`src/hdl/traffic_phase_sequencer_core_defines.svh`:
```
// assertion macros shared by the phase sequencer rtl
// depends on nothing; users supply clock and reset named clock and reset
`ifndef TRAFFIC_PHASE_SEQUENCER_CORE_DEFINES_SVH
`define TRAFFIC_PHASE_SEQUENCER_CORE_DEFINES_SVH

// same-cycle implication, checked outside reset
`define TPS_ASSERT_SAME(label, ante, cons, msg) \
   label: assert property (@(posedge clock) disable iff (reset) (ante) |-> (cons)) \
      else $error(msg);

// next-cycle implication, checked outside reset
`define TPS_ASSERT_NEXT(label, ante, cons, msg) \
   label: assert property (@(posedge clock) disable iff (reset) (ante) |=> (cons)) \
      else $error(msg);

`endif

```
`src/hdl/tps_pkg.sv`:
```
// types, phase codes and class table for the traffic phase sequencer
// no dependencies
package tps_pkg;

   typedef logic [4:0] phase_type;
   typedef logic [1:0] class_type;
   typedef logic [4:0] latch_type;

   localparam phase_type PH_00 = 5'd0;   // all red, north-south side
   localparam phase_type PH_01 = 5'd1;   // north-south green
   localparam phase_type PH_02 = 5'd2;
   localparam phase_type PH_03 = 5'd3;
   localparam phase_type PH_04 = 5'd4;
   localparam phase_type PH_05 = 5'd5;
   localparam phase_type PH_06 = 5'd6;
   localparam phase_type PH_07 = 5'd7;
   localparam phase_type PH_08 = 5'd8;
   localparam phase_type PH_09 = 5'd9;
   localparam phase_type PH_10 = 5'd10;
   localparam phase_type PH_11 = 5'd11;  // all red, east-west side
   localparam phase_type PH_12 = 5'd12;
   localparam phase_type PH_13 = 5'd13;
   localparam phase_type PH_14 = 5'd14;
   localparam phase_type PH_15 = 5'd15;
   localparam phase_type PH_16 = 5'd16;
   localparam phase_type PH_17 = 5'd17;
   localparam phase_type PH_18 = 5'd18;
   localparam phase_type PH_19 = 5'd19;

   localparam class_type CLS_RED  = 2'd0;
   localparam class_type CLS_STRT = 2'd1;
   localparam class_type CLS_TURN = 2'd2;
   localparam class_type CLS_YEL  = 2'd3;

   // request latch bit positions
   localparam int LAT_NE = 0;
   localparam int LAT_SW = 1;
   localparam int LAT_ES = 2;
   localparam int LAT_WN = 3;
   localparam int LAT_EW = 4;

   // one request beat, ne in the lowest bit
   typedef struct packed {
      logic locked;
      logic train_present;
      logic ew_request;
      logic wn_request;
      logic es_request;
      logic sw_request;
      logic ne_request;
   } item_type;

   // decision handed from the next-phase logic to the top level
   typedef struct packed {
      phase_type next_phase;
      latch_type latch_clear;
   } decision_type;

   function automatic class_type class_of(phase_type p);
      class_type c;
      case (p) inside
         PH_00, PH_11:                             c = CLS_RED;
         PH_01, PH_03:                             c = CLS_STRT;
         PH_05, PH_07, PH_09, PH_12, PH_14, PH_16: c = CLS_TURN;
         PH_02, PH_04, PH_06, PH_08, PH_10, PH_13,
         PH_15, PH_17, PH_18, PH_19:               c = CLS_YEL;
         default:                                  c = CLS_RED;
      endcase
      return c;
   endfunction

endpackage

```
`src/hdl/traffic_phase_sequencer_core.sv`:
```
// traffic phase sequencer, top level: request register, next-phase logic, result register
// depends on tps_pkg, tps_next_phase and traffic_phase_sequencer_core_defines.svh
// a request beat goes to the request register, then to the result register once that is free
// throughput: one beat per cycle while rsp_tready is high; phase and latches feed u_next
// reset: synchronous, active high; phase 0 (all red), latches clear, peak mode on, pipe empty
// csr writes are taken every cycle and are meant to land only while the pipe is empty
`include "traffic_phase_sequencer_core_defines.svh"

module traffic_phase_sequencer_core (
   input  logic        clock,
   input  logic        reset,
   // request stream
   input  logic        req_tvalid,
   output logic        req_tready,
   input  logic [7:0]  req_tdata,   // ne, sw, es, wn, ew, train_present, locked, pad
   // result stream
   output logic        rsp_tvalid,
   input  logic        rsp_tready,
   output logic [15:0] rsp_tdata,   // ended_phase[4:0], timing_class[6:5], next_phase[11:7], pad
   // config write
   input  logic        csr_valid,
   output logic        csr_ready,
   input  logic        csr_data     // peak_mode
);
   import tps_pkg::*;

   // control registers
   logic         req_valid_ff, req_valid_in;
   logic         rsp_valid_ff, rsp_valid_in;
   phase_type    phase_ff, phase_in;
   latch_type    latches_ff, latches_in;
   logic         peak_ff, peak_in;

   // payload registers
   item_type     req_item_ff;
   phase_type    rsp_ended_ff;
   class_type    rsp_class_ff;
   phase_type    rsp_next_ff;

   logic         req_take;     // request beat accepted
   logic         advance;      // result register free for a new beat
   logic         load;         // request register moves into the result register
   latch_type    merged;       // latches with the new requests ORed in
   decision_type decision;

   assign csr_ready  = 1'b1;
   assign advance    = !rsp_valid_ff || rsp_tready;
   assign req_tready = !req_valid_ff || advance;
   assign req_take   = req_tvalid && req_tready;
   assign load       = req_valid_ff && advance;

   assign merged = latches_ff | {req_item_ff.ew_request, req_item_ff.wn_request,
                                 req_item_ff.es_request, req_item_ff.sw_request,
                                 req_item_ff.ne_request};

   tps_next_phase u_next (
      .phase    (phase_ff),
      .latches  (merged),
      .train    (req_item_ff.train_present),
      .lock     (req_item_ff.locked),
      .peak     (peak_ff),
      .decision (decision)
   );

   always_comb begin
      req_valid_in = req_take ? 1'b1 : (load ? 1'b0 : req_valid_ff);
      rsp_valid_in = load ? 1'b1 : (rsp_tready ? 1'b0 : rsp_valid_ff);
      // phase and latches step only when a beat is handed to the result register
      phase_in     = load ? decision.next_phase : phase_ff;
      latches_in   = load ? (merged & ~decision.latch_clear) : latches_ff;
      peak_in      = (csr_valid && csr_ready) ? csr_data : peak_ff;
   end

   always_ff @(posedge clock) begin
      if (reset) begin
         req_valid_ff <= 1'b0;
         rsp_valid_ff <= 1'b0;
         phase_ff     <= PH_00;
         latches_ff   <= '0;
         peak_ff      <= 1'b1;
      end else begin
         req_valid_ff <= req_valid_in;
         rsp_valid_ff <= rsp_valid_in;
         phase_ff     <= phase_in;
         latches_ff   <= latches_in;
         peak_ff      <= peak_in;
      end
   end

   always_ff @(posedge clock) begin
      if (req_take) begin
         req_item_ff <= item_type'(req_tdata[6:0]);
      end
      if (load) begin
         rsp_ended_ff <= phase_ff;
         rsp_class_ff <= class_of(phase_ff);
         rsp_next_ff  <= decision.next_phase;
      end
   end

   assign rsp_tvalid = rsp_valid_ff;
   assign rsp_tdata  = {4'b0000, rsp_next_ff, rsp_class_ff, rsp_ended_ff};

   // the phase register always matches the next phase of the beat on display
   `TPS_ASSERT_SAME(a_phase_tracks_rsp, rsp_valid_ff, phase_ff == rsp_next_ff,
      "phase register differs from next phase of pending result")
   // phases stay within the table
   `TPS_ASSERT_SAME(a_phase_range, 1'b1, phase_ff <= PH_19,
      "phase register out of range")
   // lock never lets the east-west all red be entered
   `TPS_ASSERT_NEXT(a_lock_redirect, load && req_item_ff.locked, phase_ff != PH_11,
      "east-west all red entered while locked")
   // leaving the north-south all red consumes the ne and sw latches
   `TPS_ASSERT_NEXT(a_ns_latch_clear, load && phase_ff == PH_00,
      !latches_ff[LAT_NE] && !latches_ff[LAT_SW],
      "ne or sw latch survived leaving phase 0")

endmodule

```
`src/hdl/tps_next_phase.sv`:
```
// next-phase selection and latch consumption for one phase end
// depends on tps_pkg
module tps_next_phase (
   input  tps_pkg::phase_type    phase,
   input  tps_pkg::latch_type    latches,
   input  logic                  train,
   input  logic                  lock,
   input  logic                  peak,
   output tps_pkg::decision_type decision
);
   import tps_pkg::*;

   logic      ne, sw, es, wn, ew;
   phase_type nx;
   latch_type clr;

   assign ne = latches[LAT_NE];
   assign sw = latches[LAT_SW];
   assign es = latches[LAT_ES];
   assign wn = latches[LAT_WN];
   assign ew = latches[LAT_EW];

   always_comb begin
      nx  = phase;
      clr = '0;
      case (phase)
         PH_00: begin
            if (lock)              nx = PH_01;
            else if (train)        nx = PH_11;
            else if (!ne && !sw)   nx = PH_01;
            else if (!ne && sw)    nx = PH_09;
            else if (ne && !sw)    nx = PH_05;
            else                   nx = PH_07;
            clr[LAT_NE] = 1'b1;
            clr[LAT_SW] = 1'b1;
         end
         PH_01: begin
            if (lock)                         nx = PH_01;
            else if (peak || ew || es || wn)  nx = PH_02;
            else                              nx = PH_01;
         end
         PH_02: nx = PH_11;
         PH_03: nx = train ? PH_03 : PH_04;
         PH_04: nx = PH_00;
         PH_05: nx = train ? PH_18 : PH_06;
         PH_06: nx = train ? PH_18 : PH_01;
         PH_07: nx = PH_08;
         PH_08: nx = train ? PH_11 : PH_01;
         PH_09: nx = train ? PH_19 : PH_10;
         PH_10: nx = train ? PH_19 : PH_01;
         PH_11: begin
            if (train) begin
               if (peak) nx = (!es && wn) ? PH_16 : PH_03;
               else      nx = (es && !wn) ? PH_12 : PH_03;
            end else if (!es && !wn) nx = PH_03;
            else if (!es && wn)      nx = PH_16;
            else if (es && !wn)      nx = PH_12;
            else                     nx = PH_14;
            clr[LAT_ES] = 1'b1;
            clr[LAT_WN] = 1'b1;
            clr[LAT_EW] = !peak;
         end
         PH_12: nx = PH_13;
         PH_14: nx = PH_15;
         PH_16: nx = PH_17;
         PH_13, PH_15, PH_17: nx = PH_03;
         PH_18, PH_19: nx = PH_11;
         default: nx = phase;
      endcase
      // lock turns a move into the east-west all red back to the north-south all red
      if (lock && nx == PH_11) nx = PH_00;
      decision.next_phase  = nx;
      decision.latch_clear = clr;
   end

endmodule
```
`config.mk`:
```
export PLATFORM = sky130hd
export DESIGN_NAME = traffic_phase_sequencer_core
export DESIGN_NICKNAME = d
export VERILOG_FILES = /design/src/hdl/tps_pkg.sv /design/src/hdl/traffic_phase_sequencer_core.sv /design/src/hdl/tps_next_phase.sv
export VERILOG_INCLUDE_DIRS = /design/src /design/src/hdl
export SDC_FILE = /design/constraint.sdc
export NUM_CORES = 1
export LEC_CHECK = 0
export BUFFER_PORTS_ARGS = -buffer_cell sky130_fd_sc_hd__buf_2
export CAP_MARGIN = 20
export CORE_UTILIZATION = 45
export CTS_BUF_LIST = sky130_fd_sc_hd__clkbuf_8 sky130_fd_sc_hd__clkbuf_16
export DETAILED_ROUTE_END_ITERATION = 12
export GPL_TIMING_DRIVEN = 0
export PLACE_DENSITY_LB_ADDON = 0.08
export SLEW_MARGIN = 20
export SYNTH_ARGS = -nofsm -noshare
export SYNTH_HDL_FRONTEND = slang
export SYNTH_SLANG_ARGS = --single-unit
```
`constraint.sdc`:
```
create_clock -name clock -period 2.8 [get_ports clock]
set_clock_uncertainty 0.05 [all_clocks]
set_input_delay 0 -clock clock [delete_from_list [all_inputs] [get_ports clock]]
set_output_delay 0 -clock clock [all_outputs]
set_load 0.005 [all_outputs]
```
==> flow_metrics.env, run 1 <==
export IMPL_postSynthCellCount=195
export IMPL_die_h_um=66.5
export IMPL_r2r_start="req_item_ff[2]"
export IMPL_power_density_mw_per_mm2=552
export IMPL_p_sw_frac=0.281
export IMPL_cp_cell_sequence="nor2_1 > inv_1 > ha_1 > nand3b_1 > a211oi_1 > o41a_2 > nand3b_4 > nor3_2 > nor2_1"
export IMPL_rows=23
export IMPL_synth_compound_gate_area_share=0.172
export IMPL_dr_total_vias=1635
export IMPL_fin_util=0.576
export IMPL_synth_seq_cells=32
export IMPL_dp_cells=274
export IMPL_syn_cell_area_sq_mm=0.00187
export IMPL_critPathRequiredTime_ns=2.79
export IMPL_cts_resized_gates=0
export IMPL_grt_ovfl_total=0
export IMPL_synth_fa_ha_area_frac=0.0268
export IMPL_dp_slack_ns=0.266
export IMPL_wl_mm=4.63
export IMPL_cts_path_max_buffers=2
export IMPL_critPathLaunchType="flop"
export IMPL_grt_antenna_before_repair=0
export IMPL_p_leak_nw=0.927
export IMPL_num_antenna_cells=0
export IMPL_worst_setup_path_type="reg -> reg"
export IMPL_power_mw=1.27
export IMPL_final_nets=261
export IMPL_cts_buffers_inserted=5
export IMPL_drv_cap=0
export IMPL_synthMuxAreaShare=0.0107
export IMPL_hold_viol_final=0
export IMPL_vias_per_cell=5.56
export IMPL_htreeDepth=2
export IMPL_core_sq_mm=0.00400
export IMPL_clkPwrFrac=0.354
export IMPL_ys_seq_area_frac=0.444
export IMPL_crit_path_start="req_item_ff[2]"
export IMPL_drtIter0Drc=166
export IMPL_synth_top_family_by_area="simple AND/OR/NAND/NOR gates"
export IMPL_cp_arrival_ns=2.51
export IMPL_p_seq_frac=0.439
export IMPL_grt_max_degree=21
export IMPL_hp_start="reset"
export IMPL_hold_class="in -> reg"
export IMPL_status="complete, no violations"
export IMPL_fin_ws_ns=0.278
export IMPL_combinationalPowerShare=0.207
export IMPL_fmax_mhz=396
export IMPL_grt_pass1_vias=1543
export IMPL_io_pins=33
export IMPL_ys_async_sr_fraction=0
export IMPL_wl_per_cell_um=15.8
export IMPL_crit_path_end_kind="flop"
export IMPL_slew_viol_final=0
export IMPL_grt_pass1_wl_mm=7.54
export IMPL_critPathMaxStageDelay_ns=0.54
export IMPL_cp_top_family="simple AND/OR/NAND/NOR gates"
export IMPL_root_buffer="clkbuf_8"
export IMPL_gp_congestion=0.929
export IMPL_setup_tns_ns=0
export IMPL_dieArea_sq_mm=0.00442
export IMPL_first_pass_iters=4
export IMPL_portBuffers=26
export IMPL_synth_edff_count=19
export IMPL_syn_to_final_growth_pct=23.3
export IMPL_clk_latency_ns=0.29
export IMPL_rsz0062_at_grt="no"
export IMPL_drc=0
export IMPL_tightest_slew_ns=0.659
export IMPL_layout_drive_gt1_share=0.246
export IMPL_max_vdd_ir_drop_v=0.000474
export IMPL_cts_sinks=32
export IMPL_finalCritPeriodShare=0.901
export IMPL_p_int_uw=914
export IMPL_grt_usage=0.235
export IMPL_fp_dieW_um=66.5
export IMPL_ys_warn_count=0
export IMPL_fin_crit_ns=2.52
export IMPL_synth_cell_types=54
export IMPL_max_slew_margin=0.558
export IMPL_p_sw_uw=357
export IMPL_cts_tree="built"
export IMPL_setup_viol=0
export IMPL_avgSynthCellArea_sq_um=9.59
export IMPL_cp_common_cell="nor2_1"
export IMPL_cp_slowest_cell="o41a_2"
export IMPL_yosys_area_share_simple=0.262
export IMPL_fin_cells=294
export IMPL_initial_core_util=0.467
export IMPL_antenna_left=0
export IMPL_hpwl_mm=3.15
export IMPL_path_clk_slew_ns=0.07
export IMPL_cp_buffers_inverters=1
export IMPL_cp_max_fo=5
export IMPL_ys_flop_type="edfxtp_1"
export IMPL_synth_xor_xnor_area_share=0.00469
layout by cell type, fill, tap and decap left out, drive strengths merged, types with 3 or more instances in the layout:
cell type	n
buf	41
nor2	22
edfxtp	19
a21oi	17
dfxtp	13
dlygate4sd3	12
nand2	10
nor3	9
inv	8
clkbuf	8
nor2b	7
o21ai	6
nand3	6
conb	5
nand2b	4
ha	4
nor4b	3
o41ai	3
nor4	3
state kept, by name (all words and copies together), names as in the netlist:
signal	count
req_item_ff	7
latches_ff	5
phase_ff	5
rsp_ended_ff	5
rsp_next_ff	5
rsp_class_ff	2
peak_ff	1
req_valid_ff	1
rsp_tvalid	1
worst paths after layout:
| path | to | slack, ns | cells after the start |
|---|---|---|---|
| max | rsp_next_ff[3] | 0.28 | 9 |
| min | phase_ff[1] | 0.01 | 4 |
| max reg2reg | rsp_next_ff[3] | 0.28 | 9 |
| min reg2reg | rsp_ended_ff[4] | 0.44 | 0 |
power by group through the flow:
stage | registers [mW] | clock network, mW | logic (mW)
after global placement | 0.567 | 0 | 0.243
after floorplan | 0.563 | 0 | 0.181
after CTS | 0.558 | 0.457 | 0.261
after global routing | 0.562 | 0.473 | 0.294
final | 0.559 | 0.450 | 0.263
after detailed placement | 0.568 | 0 | 0.246
tightest hold or removal path, stage by stage:
cell and delay, ns:
buf_2 0.09, inv_1 0.08, nand3_1 0.09, o41ai_1 0.06
area by class of cell:
type,instances,area (sq um)
Multi-Input combinational cell,139,908
Sequential cell,32,831
Clock buffer,5,68.8
Buffer,18,108
Clock inverter,3,42.5
Timing Repair Buffer,38,250
Fill cell,350,1700
Tap cell,50,62.6
Inverter,9,33.8
cell families after synthesis:
| group | Yosys count |
|---|---|
| adder cells (fa/ha/maj) | 4 |
| XOR/XNOR | 1 |
| other | 2 |
| multiplexers | 2 |
| AND/OR/NAND/NOR | 80 |
| buffers and inverters | 27 |
| AO/OA/AOI/OAI | 47 |
| flip-flops | 32 |
synthesized netlist by cell type, types with 3 or more instances:
master	number	area, sq um
nor2_1	22	82.6
nand2b_1	4	25.0
dfxtp_1	13	260
buf_4	7	52.6
nand2_1	10	37.5
o21ai_0	6	30.0
nand3_1	6	30.0
nor3_1	7	35.0
ha_1	4	50.1
clkbuf_1	3	11.3
a21oi_1	17	85.1
nor2b_1	7	43.8
edfxtp_1	19	571
buf_2	5	25.0
inv_1	8	30.0
stage by stage:
step | cell area (sq um) | hold slack (ns)
6_report | 2300 | 0.0146
3_5_place_dp | 2070 | 0.128
3_3_place_gp | 2070 | 0.127
5_1_grt | 2300 | 0.0586
4_1_cts | 2300 | 0.0121
2_1_floorplan | 1880 | 0.0489
routing by layer:
| layer | part of all wire | global-route usage | vias up |
|---|---|---|---|
| li1 | - | - | 795 |
| met4 | 0.018 | 0.0851 | 0 |
| met3 | 0.051 | 0.0582 | 8 |
| met5 | 0 | 0 | - |
| met1 | 0.43 | 0.275 | 767 |
| met2 | 0.50 | 0.411 | 65 |
repair_timing:
action / CTS / global route
hold buffers: 12 / 0
endpoints found under the hold margin: 10 / 0
buffers inserted: 0 / 0
(Power assumes the default switching activity.)
==> run 2: changes to the inputs <==
Settings changed: BUFFER_PORTS_ARGS -buffer_cell sky130_fd_sc_hd__buf_2 to -buffer_cell sky130_fd_sc_hd__clkbuf_2.
Clock period 2.8 ns to 3.2 ns, I/O delays scaled along.
==> run 2 against run 1 <==
Net effect:
- die area is the same
- critical path type unchanged
- setup slack improved by 0.38 ns
- sequential cell count did not move
- register-to-register slack better by 0.38 ns
- largest cell class unchanged
- maximum frequency down 0.66%
- cell count unchanged
- critical path depth unchanged
==> flow_metrics.env, run 2 (same netlist as run 1, synthesis figures left out) <==
export IMPL_crit_path_start="req_item_ff[2]"
export IMPL_io_pins=33
export IMPL_largest_register_ffs=7
export IMPL_hold_class="in -> reg"
export IMPL_fmax_mhz=394
export IMPL_fin_crit_ns=2.54
export IMPL_power_density_mw_per_mm2=481
export IMPL_cts_sinks=32
export IMPL_rows=23
export IMPL_dieArea_sq_mm=0.00442
export IMPL_hold_depth=4
export IMPL_drv_cap=0
export IMPL_final_nets=261
export IMPL_layout_drive_gt1_share=0.246
export IMPL_wl_mm=4.35
export IMPL_reg2regPathDepth=9
export IMPL_hold_viol_final=0
export IMPL_cp_common_cell="nor2_1"
export IMPL_finalCritPeriodShare=0.793
export IMPL_max_vdd_ir_drop_v=0.000314
export IMPL_slew_viol_final=0
export IMPL_gp_congestion=0.912
export IMPL_grt_usage=0.219
export IMPL_htreeDepth=2
export IMPL_syn_to_final_growth_pct=23.3
export IMPL_dp_cells=274
export IMPL_cts_resized_gates=0
export IMPL_grt_pass1_vias=1509
export IMPL_die_h_um=66.5
export IMPL_critPathLaunchType="flop"
export IMPL_dp_slack_ns=0.657
export IMPL_hpwl_mm=3.14
export IMPL_cts_tree="built"
export IMPL_grt_pass1_wl_mm=7.03
export IMPL_fin_util=0.576
export IMPL_tightest_slew_ns=0.659
export IMPL_grt_antenna_before_repair=0
export IMPL_min_to="latches_ff[1]"
export IMPL_cts_path_max_buffers=2
export IMPL_wl_per_cell_um=14.8
export IMPL_first_pass_iters=4
export IMPL_power_mw=1.11
export IMPL_worst_setup_path_type="reg -> reg"
export IMPL_cp_max_fo=5
export IMPL_rsz0062_at_grt="no"
export IMPL_final_common_cell="clkbuf_2"
export IMPL_rrSetupSlack_ns=0.66
export IMPL_antenna_left=0
export IMPL_cp_cell_sequence="nor2_1 > inv_1 > ha_1 > nand3b_1 > a211oi_1 > o41a_2 > nand3b_4 > nor3_2 > nor2_1"
export IMPL_core_sq_mm=0.00400
export IMPL_cts_buffers_inserted=5
export IMPL_fp_dieW_um=66.5
export IMPL_reg2reg_to="rsp_next_ff[3]"
export IMPL_setup_viol=0
export IMPL_grt_max_degree=21
export IMPL_p_leak_nw=0.932
export IMPL_cp_slowest_cell="o41a_2"
export IMPL_drc=0
export IMPL_drtIter0Drc=142
export IMPL_crit_path_end_kind="flop"
export IMPL_status="complete, no violations"
export IMPL_root_buffer="clkbuf_8"
export IMPL_max_slew_margin=0.558
export IMPL_hp_start="reset"
export IMPL_fin_ws_ns=0.661
export IMPL_regMostFlops="req_item_ff"
export IMPL_critPathMaxStageDelay_ns=0.55
export IMPL_initial_core_util=0.467
export IMPL_dr_total_vias=1634
export IMPL_critPathRequiredTime_ns=3.19
export IMPL_grt_ovfl_total=0
export IMPL_r2r_start="req_item_ff[2]"
export IMPL_fin_cells=294
export IMPL_vias_per_cell=5.56
export IMPL_cts_setup_buffers=0
export IMPL_fill_cells=353
export IMPL_layout_common_cells="clkbuf_2 (26), nor2_1 (22), edfxtp_1 (19), a21oi_1 (17), dfxtp_1 (13)"
export IMPL_num_antenna_cells=0
export IMPL_hold_buffers=12
export IMPL_portBuffers=26
export IMPL_path_clk_slew_ns=0.07
export IMPL_clk_latency_ns=0.29
export IMPL_cp_arrival_ns=2.53
export IMPL_setup_tns_ns=0
[run 2: cell count changes in the layout (fill, tap and decap cells not counted)]
cell,change
clkbuf_2,+26
buf_2,-26
[run 2: where the power goes]
group          switching [mW]  leakage [nW]  internal [mW]
logic                   0.130         0.588         0.0999
clock network           0.160        0.0541          0.230
registers              0.0186         0.290          0.470
[run 2: worst max path at each step]
stage	endpoint	cells after the start
6_report	rsp_next_ff[3]	9
5_1_grt	rsp_next_ff[3]	9
4_1_cts	rsp_next_ff[3]	9
3_5_place_dp	rsp_next_ff[3]	9
3_3_place_gp	rsp_next_ff[3]	9
2_1_floorplan	rsp_next_ff[3]	9
[run 2: final cells by class]
cell class	instances	area, sq um	share of cell area
Buffer	18	108	0.0467
Clock buffer	5	68.8	0.0299
Clock inverter	3	42.5	0.0185
Inverter	9	33.8	0.0147
Multi-Input combinational cell	139	908	0.394
Sequential cell	32	831	0.360
Tap cell	50	62.6	0.0271
Timing Repair Buffer	38	250	0.109
[run 2: critical path: cells and delay by family (launching register included)]
family,cells,cell delay [ns]
compound gates,2,0.68
flops,1,0.41
fa+ha+maj,1,0.22
simple gates,5,0.84
buf+inv,1,0.08
[run 2: per-stage QoR]
step,hold slack [ns],instance area [sq um]
finish,0.0459,2300
CTS,0.0244,2300
floorplan,0.0489,1880
global route,0.0545,2300
global placement,0.127,2070
detailed placement,0.129,2070
[run 2: layer usage]
layer  GRT usage  share of wire  up-vias
li1            -              -      798
met1       0.259           0.44      772
met2       0.375           0.49       54
met3      0.0514          0.039       10
met4      0.0957          0.025        0
met5           0              0        -
==> run 3: changes to the inputs <==
Clock period 3.2 ns to 2.05 ns, I/O delays scaled along.
==> run 3 against run 2 <==
Net effect:
- the run now ends with setup timing left
- design area grew 9.3%
- cell count rose by 2.7%
- sequential share of layout area down 2.8 points
- routed wire length is 8.8% higher
- non-clock buffer count increased by 8
- power grew 64%
- hold slack improved by 0.0059 ns
- setup slack worse by 0.77 ns
- clock power grew 55%
- count of clock-buffer cells in the layout did not move
- via count increased by 2.3%
==> flow_metrics.env, run 3 (same netlist as run 1, synthesis figures left out) <==
export IMPL_whs_ns=0.0517
export IMPL_layout_drive_gt1_share=0.345
export IMPL_final_common_cell="clkbuf_2"
export IMPL_cts_path_max_buffers=2
export IMPL_rsz0062_at_grt="yes"
export IMPL_largest_register_ffs=7
export IMPL_initial_core_util=0.467
export IMPL_slew_viol_final=0
export IMPL_num_antenna_cells=0
export IMPL_syn_to_final_growth_pct=34.7
export IMPL_max_slew_margin=0.615
export IMPL_antenna_left=0
export IMPL_hp_start="reset"
export IMPL_path_clk_slew_ns=0.07
export IMPL_core_sq_mm=0.00400
export IMPL_reg2regPathDepth=7
export IMPL_die_h_um=66.5
export IMPL_dp_cells=274
export IMPL_power_density_mw_per_mm2=722
export IMPL_portBuffers=26
export IMPL_crit_path_end_kind="flop"
export IMPL_regMostFlops="req_item_ff"
export IMPL_hold_depth=4
export IMPL_htreeDepth=2
export IMPL_grt_pass1_vias=1676
export IMPL_io_pins=33
export IMPL_drc=0
export IMPL_cp_cell_sequence="buf_2 > nor2b_1 > o21a_1 > o41a_2 > nand3b_4 > nor3_4 > nor2_1"
export IMPL_hpwl_mm=3.22
export IMPL_cts_sinks=32
export IMPL_rrSetupSlack_ns=-0.10
export IMPL_reg2reg_to="rsp_next_ff[3]"
export IMPL_tightest_slew_ns=0.577
export IMPL_gp_congestion=0.916
export IMPL_final_nets=269
export IMPL_critPathRequiredTime_ns=2.05
export IMPL_status="finished with violations"
export IMPL_wl_mm=4.74
export IMPL_first_pass_iters=4
export IMPL_layout_common_cells="clkbuf_2 (27), nor2_1 (19), edfxtp_1 (19), a21oi_1 (17), buf_4 (14)"
export IMPL_fin_crit_ns=2.15
export IMPL_critPathLaunchType="flop"
export IMPL_grt_pass1_wl_mm=7.61
export IMPL_min_to="phase_ff[0]"
export IMPL_cts_tree="built"
export IMPL_grt_antenna_before_repair=0
export IMPL_cp_slowest_cell="o41a_2"
export IMPL_grt_max_degree=21
export IMPL_cts_buffers_inserted=5
export IMPL_cp_arrival_ns=2.15
export IMPL_grt_usage=0.236
export IMPL_hold_class="in -> reg"
export IMPL_r2r_start="phase_ff[3]"
export IMPL_fp_dieW_um=66.5
export IMPL_drv_cap=0
export IMPL_worst_setup_path_type="reg -> reg"
export IMPL_p_leak_nw=1.02
export IMPL_drtIter0Drc=164
export IMPL_setup_viol=5
export IMPL_fin_ws_ns=-0.105
export IMPL_fin_cells=302
export IMPL_vias_per_cell=5.53
export IMPL_cp_buffers_inverters=1
export IMPL_max_vdd_ir_drop_v=0.000505
export IMPL_violations="setup timing"
export IMPL_grt_ovfl_total=0
export IMPL_design_area_sq_mm=0.00252
export IMPL_critPathMaxStageDelay_ns=0.51
export IMPL_wl_per_cell_um=15.7
export IMPL_dr_total_vias=1671
export IMPL_fmax_mhz=464
export IMPL_dieArea_sq_mm=0.00442
export IMPL_clk_latency_ns=0.29
export IMPL_cp_max_fo=10
export IMPL_cp_top_family="compound AO/OA/AOI/OAI gates"
export IMPL_place_area_sq_mm=0.00210
export IMPL_finalCritPeriodShare=1.05
export IMPL_rows=23
export IMPL_hold_viol_final=0
export IMPL_root_buffer="clkbuf_8"
==> run 3: final cells by class <==
class,instances,area (sq um)
plain buffers,18,130
clock buffers,5,68.8
clock inverters,3,42.5
fillers,320,1480
inverters,9,37.5
multi-input cells,139,1030
flip-flops and latches,32,837
well taps,50,62.6
repair buffers,46,310
==> run 3: worst max-delay path by stage <==
stage / cells past startpoint / end / startpoint / slack [ns]
after detailed placement: 8 / phase_ff[1] / req_item_ff[5] / -0.33
final: 7 / rsp_next_ff[3] / phase_ff[3] / -0.10
after CTS: 9 / rsp_next_ff[3] / req_item_ff[2] / -0.13
after global placement: 7 / phase_ff[1] / phase_ff[0] / -0.32
after floorplan: 9 / rsp_next_ff[1] / req_item_ff[2] / -0.07
after global routing: 9 / rsp_next_ff[1] / req_item_ff[2] / -0.22
==> run 3: through the flow <==
stage / power (mW) / setup WS [ns] / setup TNS (ns) / utilization
5_1_grt: 1.90 / -0.221 / -1.02 / 0.630
2_1_floorplan: 1.03 / -0.0710 / -0.158 / -
3_3_place_gp: 1.12 / -0.320 / -1.47 / 0.525
4_1_cts: 1.80 / -0.135 / -0.492 / 0.607
6_report: 1.82 / -0.105 / -0.311 / 0.630
3_5_place_dp: 1.13 / -0.329 / -1.51 / 0.525
==> run 3: routing by layer <==
metal  share of wire  vias up  GRT usage
met1            0.42      802      0.265
li1                -      814          -
met3           0.034       10     0.0634
met2            0.52       45      0.416
met4           0.030        0     0.0984
met5               0        -          0
==> run 3: where the power goes <==
group	internal, mW	total (mW)	switching (mW)
combinational	0.204	0.449	0.245
sequential	0.734	0.764	0.0305
clock	0.359	0.606	0.247
total	1.30	1.82	0.523
==> run 3: what timing repair did <==
action                                  4_1_cts  5_1_grt
setup buffers                                 5        3
resized for setup                            14       18
endpoints found under the hold margin        10        0
pin swaps                                     5        9
hold buffers                                 12        0
endpoints found under the setup margin        6        7
==> run 3: worst register-to-register path: cells and delay by family (launching register included) <==
kind | cells | cell delay (ns)
buffers and inverters | 1 | 0.19
flip-flops | 1 | 0.34
AND/OR/NAND/NOR | 4 | 0.62
AO/OA/AOI/OAI | 2 | 0.70
